## src/rtl/fir50_pkg.sv

```systemverilog
`default_nettype none

package fir50_pkg;

  localparam int OUT_BITS     = 37;
  localparam int TAP_IDX_BITS = 6;

  localparam logic ACT_SAMPLE = 1'b0;
  localparam logic ACT_COEF   = 1'b1;

  typedef struct packed {
    logic shift;
    logic rotate;
  } cell_ctl_t;

endpackage

`default_nettype wire

```

## src/rtl/fir50_cell.sv

```systemverilog
`default_nettype none

module fir50_cell #(
  parameter int SAMPLE_BITS = 16,
  parameter int COEF_BITS   = 16
) (
  input  wire logic                          clk,
  input  wire logic                          rst,
  input  wire fir50_pkg::cell_ctl_t          ctl,
  input  wire logic                          load_en,
  input  wire logic signed [COEF_BITS-1:0]   load_val,
  input  wire logic signed [SAMPLE_BITS-1:0] left_sample,
  input  wire logic signed [SAMPLE_BITS-1:0] right_sample,
  input  wire logic signed [COEF_BITS-1:0]   right_coef,
  output logic signed [SAMPLE_BITS-1:0]      sample,
  output logic signed [COEF_BITS-1:0]        coef
);

  always_ff @(posedge clk) begin
    if (rst) begin
      sample <= '0;
      coef   <= '0;
    end else if (ctl.rotate) begin
      sample <= right_sample;
      coef   <= right_coef;
    end else begin
      if (ctl.shift) begin
        sample <= left_sample;
      end
      if (load_en) begin
        coef <= load_val;
      end
    end
  end

endmodule

`default_nettype wire

```

## src/rtl/fir50_mac.sv

```systemverilog
`default_nettype none

module fir50_mac #(
  parameter int SAMPLE_BITS = 16,
  parameter int COEF_BITS   = 16
) (
  input  wire logic                              clk,
  input  wire logic                              rst,
  input  wire logic                              clr,
  input  wire logic                              mul_en,
  input  wire logic signed [SAMPLE_BITS-1:0]     a,
  input  wire logic signed [COEF_BITS-1:0]       b,
  output logic signed [fir50_pkg::OUT_BITS-1:0]  acc
);

  localparam int PW = SAMPLE_BITS + COEF_BITS;
  localparam int EW = PW + fir50_pkg::OUT_BITS;

  logic signed [PW-1:0] prod;
  logic                 prod_vld;
  logic signed [EW-1:0] prod_ext;

  assign prod_ext = EW'(prod);

  always_ff @(posedge clk) begin
    if (rst) begin
      prod_vld <= 1'b0;
    end else begin
      prod_vld <= mul_en;
    end
  end

  always_ff @(posedge clk) begin
    if (mul_en) begin
      prod <= a * b;
    end
    if (clr) begin
      acc <= '0;
    end else if (prod_vld) begin
      acc <= acc + prod_ext[fir50_pkg::OUT_BITS-1:0];
    end
  end

endmodule

`default_nettype wire

```

## src/rtl/fir_filter_50_tap_unit.sv

```systemverilog
`default_nettype none

// Direct-form FIR filter, TAPS taps, with a coefficient table loaded one tap per beat.
// A beat with action 0 shifts sample_in into the delay line and then offers the
// full-precision Q.30 sum on filtered_out (37 bits, wrapping if wider); no new beat is
// taken until that sum is handed to the output register. A beat with action 1 writes
// tap tap_index and gives no result; an index of TAPS or more is dropped. The single
// multiply-accumulate unit sets the pace: the row of tap cells rotates past it one tap
// per cycle, then come the product register, a flush state and the hand-off to the output
// register, which lets the next beat in while the result waits. Reset clears both tables.
module fir_filter_50_tap_unit #(
  parameter int TAPS        = 50,
  parameter int SAMPLE_BITS = 16,
  parameter int COEF_BITS   = 16
) (
  input  wire logic                                   clk,
  input  wire logic                                   rst,
  input  wire logic                                   in_valid,
  output logic                                        in_ready,
  input  wire logic                                   action,
  input  wire logic signed [SAMPLE_BITS-1:0]          sample_in,
  input  wire logic [fir50_pkg::TAP_IDX_BITS-1:0]     tap_index,
  input  wire logic signed [COEF_BITS-1:0]            tap_value,
  output logic                                        out_valid,
  input  wire logic                                   out_ready,
  output logic signed [fir50_pkg::OUT_BITS-1:0]       filtered_out
);

  localparam int CW = (TAPS > 1) ? $clog2(TAPS) : 1;

  localparam logic [1:0] ST_IDLE  = 2'd0;
  localparam logic [1:0] ST_RUN   = 2'd1;
  localparam logic [1:0] ST_FLUSH = 2'd2;
  localparam logic [1:0] ST_DONE  = 2'd3;

  logic [1:0]    state;
  logic [1:0]    state_next;
  logic [CW-1:0] cnt;
  logic [CW-1:0] cnt_next;

  logic accept;
  logic take_sample;
  logic take_coef;
  logic emit;

  fir50_pkg::cell_ctl_t ctl;

  logic signed [SAMPLE_BITS-1:0] samp [TAPS];
  logic signed [COEF_BITS-1:0]   coef [TAPS];

  logic signed [fir50_pkg::OUT_BITS-1:0] acc;

  assign in_ready    = (state == ST_IDLE);
  assign accept      = in_valid && in_ready;
  assign take_sample = accept && (action == fir50_pkg::ACT_SAMPLE);
  assign take_coef   = accept && (action == fir50_pkg::ACT_COEF);
  assign emit        = (state == ST_DONE) && (!out_valid || out_ready);

  assign ctl.shift  = take_sample;
  assign ctl.rotate = (state == ST_RUN);

  always_comb begin
    state_next = state;
    cnt_next   = cnt;
    case (state)
      ST_IDLE: begin
        if (take_sample) begin
          state_next = ST_RUN;
          cnt_next   = '0;
        end
      end
      ST_RUN: begin
        cnt_next = cnt + 1'b1;
        if (cnt == CW'(TAPS - 1)) begin
          state_next = ST_FLUSH;
        end
      end
      ST_FLUSH: begin
        state_next = ST_DONE;
      end
      ST_DONE: begin
        if (emit) begin
          state_next = ST_IDLE;
        end
      end
      default: begin
        state_next = ST_IDLE;
      end
    endcase
  end

  always_ff @(posedge clk) begin
    if (rst) begin
      state     <= ST_IDLE;
      cnt       <= '0;
      out_valid <= 1'b0;
    end else begin
      state <= state_next;
      cnt   <= cnt_next;
      if (emit) begin
        out_valid <= 1'b1;
      end else if (out_ready) begin
        out_valid <= 1'b0;
      end
    end
  end

  always_ff @(posedge clk) begin
    if (emit) begin
      filtered_out <= acc;
    end
  end

  // tap row: shifts right on a new sample, rotates left past the mac
  for (genvar k = 0; k < TAPS; k++) begin : g_cell
    logic signed [SAMPLE_BITS-1:0] left_s;
    logic signed [SAMPLE_BITS-1:0] right_s;
    logic signed [COEF_BITS-1:0]   right_c;
    logic                          ld;

    if (k == 0) begin : g_first
      assign left_s = sample_in;
    end else begin : g_mid
      assign left_s = samp[k-1];
    end

    if (k == TAPS - 1) begin : g_last
      assign right_s = samp[0];
      assign right_c = coef[0];
    end else begin : g_body
      assign right_s = samp[k+1];
      assign right_c = coef[k+1];
    end

    assign ld = take_coef && (int'(tap_index) == k);

    fir50_cell #(
      .SAMPLE_BITS(SAMPLE_BITS),
      .COEF_BITS  (COEF_BITS)
    ) u_cell (
      .clk         (clk),
      .rst         (rst),
      .ctl         (ctl),
      .load_en     (ld),
      .load_val    (tap_value),
      .left_sample (left_s),
      .right_sample(right_s),
      .right_coef  (right_c),
      .sample      (samp[k]),
      .coef        (coef[k])
    );
  end

  fir50_mac #(
    .SAMPLE_BITS(SAMPLE_BITS),
    .COEF_BITS  (COEF_BITS)
  ) u_mac (
    .clk   (clk),
    .rst   (rst),
    .clr   (take_sample),
    .mul_en(state == ST_RUN),
    .a     (samp[0]),
    .b     (coef[0]),
    .acc   (acc)
  );

endmodule

`default_nettype wire

```

## config.mk

```make
export PLATFORM = sky130hd
export DESIGN_NAME = fir_filter_50_tap_unit
export DESIGN_NICKNAME = d
export VERILOG_FILES = /design/src/rtl/fir50_pkg.sv /design/src/rtl/fir50_cell.sv /design/src/rtl/fir50_mac.sv /design/src/rtl/fir_filter_50_tap_unit.sv
export SDC_FILE = /design/constraint.sdc
export NUM_CORES = 2
export LEC_CHECK = 0
export CAP_MARGIN = 15
export CELL_PAD_IN_SITES_DETAIL_PLACEMENT = 1
export CELL_PAD_IN_SITES_GLOBAL_PLACEMENT = 1
export CORE_ASPECT_RATIO = 0.75
export CORE_MARGIN = 2
export CORE_UTILIZATION = 55
export DETAILED_ROUTE_END_ITERATION = 16
export DONT_BUFFER_PORTS = 1
export PLACE_DENSITY_LB_ADDON = 0.1
export REMOVE_ABC_BUFFERS = 1
export SYNTH_ARGS = -nofsm -noshare
export SYNTH_HDL_FRONTEND = slang
export SYNTH_HIERARCHICAL = 1
export SYNTH_SLANG_ARGS = --single-unit
```

## constraint.sdc

```tcl
create_clock -name clk -period 11.65 [get_ports clk]
set_clock_uncertainty 0.15 [all_clocks]
set_input_delay 1.7475 -clock clk [delete_from_list [all_inputs] [get_ports clk]]
set_output_delay 1.7475 -clock clk [all_outputs]
set_load 0.01 [all_outputs]
```

Yosys cells after proc, flatten, opt, wreduce, memory -nomap -nowiden --
Cells that the tools add are included.
Storage, ports and cells: word-level logic and storage cells 488, bits in registers 1716, output and inout bits 39, bits of input ports 43
Cells by class: reduce and logical (&&, ||, !) cells 113, equal/unequal tests 56, add/sub/neg operators 2, mux-type cells 208, multipliers 1, bitwise gates (word level) 1
Operators by type and width (number):
- 2-to-1 mux 16 bit | 200
- == test 6 bit, second input constant | 33
- nonzero test 2 bit | 53
- == test 6 x 5 -> 1 bit, second input constant | 10
- logical AND 1 bit | 54
- adder 37 bit | 1
- multiplier 16 x 16 -> 32 bit | 1
- == test 6 x 4 -> 1 bit, second input constant | 4
- == test 6 x 3 -> 1 bit, second input constant | 2
- one-hot mux 6 bit (2 select lines) | 1
- one-hot mux 2 bit (4 select lines) | 1
- adder 6 x 1 -> 6 bit, second input constant | 1
- == test 6 x 2 -> 1 bit, second input constant | 1
- zero test 6 bit | 1
- 2-to-1 mux 2 bit | 3
- 2-to-1 mux 6 bit | 1
- == test 2 bit, second input constant | 2
- != test 2 bit, second input constant | 2
- AND reduction 3 bit | 1
- == test 2 x 1 -> 1 bit, second input constant | 1
- zero test 2 bit | 1
- 2-to-1 mux 1 bit | 2
- != test 2 x 1 -> 1 bit, second input constant | 1
- AND reduction 2 bit | 1
- other kinds (3) | 3

Depth between registers and ports, before layout --
depth in word-level cells 6, depth in mapped cells 23, mapped depth without buffers 22

Cells and area by module --
The synthesis kept the hierarchy.
By module, submodules not included:
- fir50_cell | cells an instance 142, sequential area each 640.6 sq um, area each 1508.9 sq um, instances 50
- fir50_mac | cells an instance 1499, sequential area each 1721.7 sq um, area each 13863.3 sq um, instances 1
- fir_filter_50_tap_unit | cells an instance 178, sequential area each 1291.2 sq um, area each 2030.7 sq um, instances 1

Least setup slack after synthesis --
No wires, ideal clock.
kind reg2reg, start register state[1], end register cnt[4], path slack 4.763 ns, data required time 11.406 ns, path buffers 0, arrival 6.643 ns, clock period less this slack 6.887 ns, stages on the path, launching flop included 7, setup time 0.094 ns, cells stage by stage dfxtp_1 > inv_1 > ha_1 > and2b_2 > nor2_1 > or3_1 > a21oi_1
RTL lines:
- start, declared | line fir_filter_50_tap_unit.sv:36 | logic [1:0] state;
- start signal, assigned | line fir_filter_50_tap_unit.sv:98 | state <= state_next;
- end signal, assigned | line fir_filter_50_tap_unit.sv:99 | cnt <= cnt_next;
- end, declared | line fir_filter_50_tap_unit.sv:38 | logic [CW-1:0] cnt;

Worst setup path in the final report --
start register g_cell[0].u_cell.sample[15], end register u_mac.prod[30], data pin
On the way: cells in the longest elaborated chain, start to end 1
RTL lines:
- start, declared | line fir50_cell.sv:15 | output logic signed [SAMPLE_BITS-1:0] sample,
- start signal, assigned | line fir50_cell.sv:24 | sample <= right_sample;
- start signal, assigned | line fir50_cell.sv:28 | sample <= left_sample;
- multiplier 16 x 16 -> 32 bit | line fir50_mac.sv:35 | prod <= a * b;
- end signal, assigned | line fir50_mac.sv:35
- end, declared | line fir50_mac.sv:19 | logic signed [PW-1:0] prod;
Every way passes these cells. A chain may end at the register's enable or synchronous reset.

==> key figures <==
Clock tree
  • Total CTS buffers: ~170
  • H-Tree Depth: 4
  • Post-CTS Setup Bufs: 0
  • Longest Clk Path Bufs: 3
  • Post-CTS Resized: 0
  • CTS tree: built
  • CTS sink cnt: ~1700
  • Root Buffer: clkbuf_16
  • Hold_buf cts: 0
  • Clk pin slew, worst setup/hold paths: approximately 0.080 ns
  • Worst-Skew Late Latency: about 0.83 ns

Power
  • Total Power: around 0.026 W
  • Peak supply drop: approximately 0.0002 V
  • Leakage power: ~35 nW
  • P per Cell Area: 267 nW/um2

Min path
  • WHS Path Cells: 0
  • Hold Crit Class: flip-flop to flip-flop
  • Hold_sp: u_mac/acc[16]$_SDFFE_PP0P_

Setup path
  • R2R cell count: 20
  • Critical path endpoint category: flip-flop
  • WP data arrival: ~7.9 ns
  • Critical path class: flip-flop to flip-flop
  • Worst setup SP type: flip-flop
  • Critical Path Source: g_cell[0].u_cell/sample[15]$_SDFFE_PP0P_
  • Critical Path RT: around 12 ns
  • Worst-path maximum fanout: 19
  • Reg2reg start: g_cell[0].u_cell/sample[15]$_SDFFE_PP0P_

Logic synthesis
  • Post-synth top flop: dfxtp_1
  • Synth async-reset ratio: 0
  • Syn Area/Cell: approximately 10 um2
  • Post-synth EDFFs: 69
  • Seq/Total Area, Yosys: 0.384
  • Synthesized flop and latch total: 1716
  • Cell Area, Synth: 91300 um2
  • Synth Instances: around 8800
  • Yosys Warn Count: 6
  • Post-synthesis cell type count: between 70 and 80

Drt
  • Final wirelength: between 200 and 250 mm
  • Via count: about 64000
  • Initial drt markers: 4108
  • Post-route ant nets: 0
  • DRC Markers: 0
  • DR WL/cell: 22.2 um
  • Vias per cell: about 6.0
  • Drt first pass iters: 5

Die
  • Full die area: 169000 um2
  • I/O pins: around 80
  • Chip Width: between 400 and 500 um
  • Initial Util: 0.554
  • # rows: approximately 130
  • Die H: approximately 360 um
  • Core area: 165000 um2

STA
  • Unrepaired setup endpoints after global routing: no
  • Fin. max-slew vios: 103
  • Crit share post-route: 0.641
  • Slew HR: -0.0769
  • Highest clock rate: about 130 MHz
  • Setup violators final: 0
  • Hold Fails Final Rpt: 0
  • WHS: between 0.2 and 0.3 ns
  • Setup tns final: 0 ns
  • Min Clock Period, post-route: 7.46 ns
  • Worst Tran Pin Value: 1.62 ns

Status
  • Outcome: finished with violations
  • Violated checks: max-slew violations

Layout
  • Fillers: ~17000
  • Most frequent cells in the layout: dfxtp_1 (1647), mux2i_1 (1615), nor2b_1 (1604)
  • Final #Nets: approximately 8800
  • Fraction of layout cells with a size suffix above 1: 0.0574
  • Most common cell after layout, fill and taps aside: dfxtp_1
  • Area growth from synthesis to layout: 5.84%

GRT
  • Grt total ovfl: 0
  • Total GRT Usage: 0.275
  • Vias in the first global route: between 60000 and 70000
  • Largest net degree at the start of global routing: 303
  • First-pass GRT wire length: just under 400 mm
  • Initial antenna violation count: 8

Place
  • RD Place Congestion: between 0.8 and 0.9
  • IO buf count: 0
  • Hpwl dp: between 100 and 150 mm

Run
  • Max Cap Viol: 0
critical path, cell delays in order (launching register included):
cell and delay (ns):
dfxtp_1 0.91, nand2_1 0.22, inv_1 0.18, fa_1 0.58, fa_1 0.94, fa_1 0.55
fa_1 0.51, fa_1 0.50, inv_1 0.05, fa_1 0.47, inv_1 0.04, ha_1 0.32
o21ai_0 0.12, nand2_1 0.15, a311oi_1 0.35, o21ai_0 0.12, a31oi_1 0.28, a21oi_1 0.16
or3_1 0.34, a21oi_1 0.18, xnor2_1 0.09
path summary, 6_finish.rpt:
check | slack [ns] | to
max | 4.19 | u_mac/prod[30]$_DFFE_PP_
min | 0.29 | filtered_out[16]$_DFFE_PP_
max reg2reg | 4.19 | u_mac/prod[30]$_DFFE_PP_
min reg2reg | 0.29 | filtered_out[16]$_DFFE_PP_
cell families (layout without fill, tap and decap cells):
group	after synthesis	after routing	synth area share
compound gates	1802	1802	0.149
xor+xnor	63	63	0.00604
fa+ha+maj	387	387	0.0746
buf+inv	1053	767	0.0710
flops	1716	1716	0.384
mux	1616	1616	0.177
other cells	0	3	0
simple gates	2140	2140	0.138
registers in the layout (all words and copies together), names as in the netlist:
name,flops
g_cell.u_cell/sample,800
out_valid,1
filtered_out,37
cnt,6
state,2
u_mac/prod_vld,1
u_mac/prod,32
g_cell.u_cell/coef,800
u_mac/acc,37
cell usage after synthesis, types with 3 or more instances:
| library cell | count | area [um2] |
|---|---|---|
| and2_1 | 127 | 795 |
| buf_12 | 101 | 2020 |
| or3_1 | 9 | 56.3 |
| a21oi_1 | 57 | 285 |
| inv_1 | 357 | 1340 |
| nand2b_1 | 15 | 93.8 |
| mux2i_1 | 1615 | 16200 |
| buf_1 | 3 | 11.3 |
| xor2_1 | 20 | 175 |
| fa_1 | 263 | 5270 |
| ha_1 | 124 | 1550 |
| a31oi_1 | 7 | 43.8 |
| nand4_1 | 4 | 25.0 |
| edfxtp_1 | 69 | 2070 |
| dfxtp_1 | 1647 | 33000 |
| o22ai_1 | 6 | 37.5 |
| nand3b_1 | 4 | 30.0 |
| o21ai_1 | 3 | 15.0 |
| nor2_1 | 134 | 503 |
| nor2_2 | 9 | 56.3 |
| nand3_1 | 18 | 90.1 |
| buf_6 | 101 | 1140 |
| nand2_1 | 176 | 661 |
| buf_2 | 101 | 505 |
| nor2b_1 | 1605 | 10000 |
| and2b_2 | 6 | 52.6 |
| xnor2_1 | 43 | 377 |
| o211a_1 | 3 | 30.0 |
| o2111ai_1 | 4 | 35.0 |
| nor3_1 | 16 | 80.1 |
| o31ai_1 | 5 | 37.5 |
| and3_1 | 5 | 31.3 |
| o21bai_1 | 8 | 60.1 |
| a21o_1 | 22 | 165 |
| o21ai_0 | 39 | 195 |
| a211oi_2 | 53 | 663 |
| o21a_1 | 8 | 60.1 |
| clkbuf_1 | 389 | 1460 |
| a211oi_1 | 1558 | 11700 |
power breakdown:
| part | internal, W | switching (W) | total, W |
|---|---|---|---|
| logic | 0.00433 | 0.00525 | 0.00958 |
| clock network | 0.00321 | 0.00244 | 0.00566 |
| registers | 0.00843 | 0.00214 | 0.0106 |
cell type report:
| type | count | area [um2] | area share |
|---|---|---|---|
| inverters | 358 | 1360 | 0.0141 |
| diodes | 3 | 7.51 | 0.0000777 |
| clock inverters | 42 | 542 | 0.00560 |
| flip-flops and latches | 1716 | 35000 | 0.362 |
| repair buffers | 103 | 1880 | 0.0194 |
| clock buffers | 264 | 5130 | 0.0530 |
| well taps | 2227 | 2790 | 0.0288 |
| multi-input cells | 6008 | 49900 | 0.517 |
per-layer routing:
layer | wire length, um | global-route usage
met5 | 32 | 0
met4 | 4060 | 0.0573
met3 | 10300 | 0.0429
met2 | 109000 | 0.440
met1 | 114000 | 0.392
metrics by stage:
step | instance area (um2) | worst slack (ns) | util | cells
3_3_place_gp | 89700 | 4.50 | 0.544 | 10400
4_1_cts | 95600 | 4.25 | 0.579 | 10700
5_1_grt | 96700 | 3.83 | 0.586 | 10700
2_1_floorplan | 86200 | -16.11 | - | 8082
6_report | 96700 | 4.19 | 0.586 | 10700
3_5_place_dp | 89900 | 4.31 | 0.545 | 10400
Power figures use the tool's default switching activity.
